**src/rtl/core/tri_rast_ram.sv**
```systemverilog
// Generic single-port synchronous RAM with registered read data.
// No dependencies.
module tri_rast_ram #(
  parameter int WIDTH = 8,
  parameter int DEPTH = 256
) (
  input  logic                                  clk,
  input  logic                                  we,
  input  logic [((DEPTH > 1) ? $clog2(DEPTH) : 1)-1:0] addr,
  input  logic [WIDTH-1:0]                      wdata,
  output logic [WIDTH-1:0]                      rdata
);

  logic [WIDTH-1:0] mem [DEPTH];

  // Write port and registered read
  always_ff @(posedge clk) begin
    if (we) begin
      mem[addr] <= wdata;
    end
    rdata <= mem[addr];
  end

endmodule
```
**config.mk**
```make
export PLATFORM = sky130hd
export DESIGN_NAME = tri_rast_ram
export DESIGN_NICKNAME = d
export VERILOG_FILES = /design/src/rtl/core/tri_rast_ram.sv
export SDC_FILE = /design/constraint.sdc
export NUM_CORES = 2
export LEC_CHECK = 0
export BUFFER_PORTS_ARGS = -buffer_cell sky130_fd_sc_hd__buf_2
export CORE_ASPECT_RATIO = 1.1
export CORE_MARGIN = 2
export CORE_UTILIZATION = 45
export CTS_CLUSTER_SIZE = 40
export DETAILED_ROUTE_END_ITERATION = 10
export GPL_TIMING_DRIVEN = 0
export PLACE_DENSITY_LB_ADDON = 0.08
export SYNTH_ARGS = -nofsm -noshare
export SYNTH_HDL_FRONTEND = slang
export SYNTH_SLANG_ARGS = --single-unit
```
**constraint.sdc**
```tcl
create_clock -name clk -period 8.5 [get_ports clk]
set_input_delay 2.55 -clock clk [delete_from_list [all_inputs] [get_ports clk]]
set_output_delay 2.55 -clock clk [all_outputs]
set_load 0.02 [all_outputs]
```
==> impl_metrics.yaml <==
power:
  power_leakage_nw: 26.7
  switchingPower_w: 0.00459
  p_comb_share_pct: 4.9
  internal_power_w: 0.0166
  vdd_drop_max_uv: 201
  switching_share_pct: 21.7
  p_clk_share_pct: 42.2
  p_seq_share_pct: 52.8
  power-per-cell-area_mw_per_mm2: 239
synth:
  synthArstFlopShare_pct: 0
  synthCells: 3547
  avgSynthCellArea_sq_um: 22.1
  synth_ff_type: "edfxtp_1"
  synth-edff-count: 2048
  syn_area_sq_mm: 0.0785
  synth_nets: 3565
  ys_warn_count: 0
  synth_cell_type_count: 22
  ys_seq_area_share_pct: 78.6
  synth_seq_cells: 2056
placed_design:
  dp.cells: 5850
  place_congestion: 0.887
  io_buffers: 21
  post_dp_cell_area_sq_mm: 0.0819
  hpwl_um: 148000
setup_path:
  reg2reg_depth: 5
  crit_chain: "clkbuf_1 > nor2_1 > clkbuf_2 > clkbuf_1 > nand3_1 > clkbuf_2 > nor2_1"
  r2r_setup_slack_ns: 4.73
  cp.buffers_inverters: 4
  crit_family: "simple AND/OR/NAND/NOR gates"
  cp_max_fo: 11
  critPathLaunchType: "primary input"
  end_kind: "flip-flop"
  r2r_end: "rdata[2]"
  cp.required_ns: 8.97
  crit_slowest_cell: "nor2_1"
  slowest_delay_ns: 1.00
  rr_startpoint: "mem[191][2]"
  startpoint: "addr[3]"
  arrival_ns: 7.62
  worstSetupPathType: "in2reg"
sta:
  rsz0062_at_grt: "false"
  worst_slew_pin_slew_ns: 1.44
  timing.hold.ws_ns: 1.20
  drv_slew: 0
  fmax_mhz: 140
  period_needed_ns: 7.15
  fin_skew_ns: 0.0188
  hold_viol: 0
  slew_headroom_pct: 2.77
  setup_viol: 0
  fin_crit_sh_pct: 84.1
grt:
  grt_pass1_wl_um: 306000
  grt_pass1_vias: 39600
  antenna_found_initial: 17
  overflow: 0
  grt_max_degree: 149
  track_usage_pct: 24.9
route:
  drc: 0
  dr.max_layer_used: "met5"
  dr_wl_met3_um: 17300
  vias: 38300
  postRouteAntennaNets: 0
  wl_met2_um: 109000
  initialDrtViolationCount: 4422
  m1WireLength_um: 85100
  via_per_inst: 6.15
  drt-total-wl_um: 221000
  avgRoutedWirePerCell_um: 35.5
  drtPass1Iterations: 6
cells_and_area:
  fillers: 13500
  fin_util_pct: 51.2
  final_area_sq_mm: 0.0886
  stdcell_count: 6232
  drive_above_1_share_pct: 23.7
  areaGrowthSynthToFinish_pct: 12.9
  nets: 3810
clocking:
  ctsHoldBuffers: 0
  cts_buffer_depth: 3
  cts_setup_buffers: 0
  cts.sinks: 2056
  cts_buffers: 206
  cts_resized: 0
  htree_levels: 4
  cts_tree: "done"
  cts_root_buf: "clkbuf_16"
  path_clk_slew_ns: 0.06
  worstSkewPairLatency_ns: 0.86
floorplan:
  die_area_sq_mm: 0.178
  initial_core_util_pct: 45.3
  die_h_um: 442
  die_w_um: 402
  io_pins: 26
  core_area_sq_mm: 0.173
  rows: 160
worst_hold_path:
  hp-class: "reg2reg"
  holdPathStages: 5
  hold_path_end: "rdata[2]"
  min_from: "mem[10][2]"
run:
  cap_violations: 0
outcome:
  status: "complete, no violations"
==> layout make-up <==
| class | count | area (sq um) | area share [%] |
|---|---|---|---|
| clock inverter | 129 | 1310 | 1.48 |
| inverter | 1 | 3.75 | 0.00424 |
| antenna | 3 | 7.51 | 0.00847 |
| clock buffer | 248 | 5310 | 6.00 |
| tap | 2268 | 2840 | 3.20 |
| timing repair buffer | 37 | 578 | 0.652 |
| sequential | 2056 | 61700 | 69.6 |
| multi-input combinational | 1258 | 15800 | 17.8 |
| buffer | 232 | 1120 | 1.26 |
==> cell families (layout without fill, tap and decap cells) <==
kind of cell           after synthesis  in the layout  synth area share, %
flip-flops                        2056           2056                 78.6
AND/OR/NAND/NOR                    330            330                 1.73
multiplexers                       512            512                 14.7
AO/OA/AOI/OAI                      416            416                 3.62
other                                0              3                    0
buffers and inverters              233            647                 1.40
==> flip-flops by register name (all words and copies together) (netlist names) <==
register,count
rdata,8
mem,2048
==> cells in the mapped netlist (2+ instances only) <==
| cell | n | area share, % |
|---|---|---|
| a21oi_1 | 128 | 0.82 |
| a22oi_1 | 256 | 2.4 |
| and2_1 | 3 | 0.024 |
| buf_1 | 19 | 0.091 |
| buf_2 | 36 | 0.23 |
| buf_4 | 16 | 0.15 |
| buf_6 | 16 | 0.23 |
| clkbuf_1 | 145 | 0.69 |
| dfxtp_1 | 8 | 0.20 |
| edfxtp_1 | 2048 | 78 |
| mux4_2 | 512 | 15 |
| nand2_1 | 28 | 0.13 |
| nand2b_1 | 6 | 0.048 |
| nand3_1 | 13 | 0.083 |
| nand4_1 | 8 | 0.064 |
| nor2_1 | 232 | 1.1 |
| nor2b_1 | 7 | 0.056 |
| nor3_1 | 30 | 0.19 |
| o41ai_1 | 32 | 0.36 |
| or2_2 | 2 | 0.016 |
==> per-stage QoR <==
stage / setup TNS, ns / total power (W) / setup slack (ns)
6_report: 0 / 0.0212 / 1.35
2_1_floorplan: 0 / 0.0119 / 3.73
3_5_place_dp: 0 / 0.0124 / 0.644
4_1_cts: 0 / 0.0213 / 1.54
3_3_place_gp: -7.27 / 0.0124 / -0.117
5_1_grt: 0 / 0.0217 / 1.43
==> worst max path at each step <==
stage	slack [ns]	depth (start not counted)	endpoint
floorplan	3.73	9	mem[111][0]
global placement	-0.12	7	mem[64][6]
detailed placement	0.64	7	mem[96][1]
CTS	1.54	7	mem[96][7]
global route	1.43	7	mem[96][7]
finish	1.35	7	mem[112][6]
==> cell usage in the layout, fill, tap and decap left out <==
cell / instances
edfxtp_1: 2048
mux4_2: 512
a22oi_1: 256
nor2_1: 232
clkbuf_16: 206
clkbuf_1: 168
a21oi_1: 128
buf_2: 49
clkinv_1: 44
clkinv_2: 42
o41ai_1: 31
nand2_1: 28
nor3_1: 22
bufinv_16: 20
clkbuf_2: 19
buf_1: 19
buf_6: 16
buf_4: 16
nand3_1: 13
buf_16: 13
nand4_1: 8
nor3_2: 8
clkinvlp_4: 8
buf_8: 8
dfxtp_1: 8
nor2b_1: 7
nand2b_1: 6
inv_16: 6
inv_6: 4
diode_2: 3
and2_1: 3
clkinv_16: 3
or2_2: 2
clkinv_8: 2
clkbuf_4: 2
o41ai_2: 1
inv_1: 1
or3_1: 1
buf_12: 1
==> power by group through the flow <==
stage	Clock [W]	Combinational, W	Sequential, W
2_1_floorplan	0	0.000497	0.0114
3_3_place_gp	0	0.00100	0.0114
3_5_place_dp	0	0.00105	0.0114
4_1_cts	0.00910	0.00105	0.0112
5_1_grt	0.00947	0.00109	0.0112
6_report	0.00894	0.00104	0.0112
==> worst min-delay path: cells and delay by family (launching register included) <==
family	cells	cell delay, ns
simple gates	1	0.25
mux	1	0.22
compound gates	3	0.32
flops	1	0.32
==> metal layers <==
layer,vias to the layer above,GRT usage (%)
li1,15600,-
met1,20700,32.4
met2,1676,40.7
met3,387,5.38
met4,6,10.8
met5,-,0
Power figures use the tool's default switching activity.
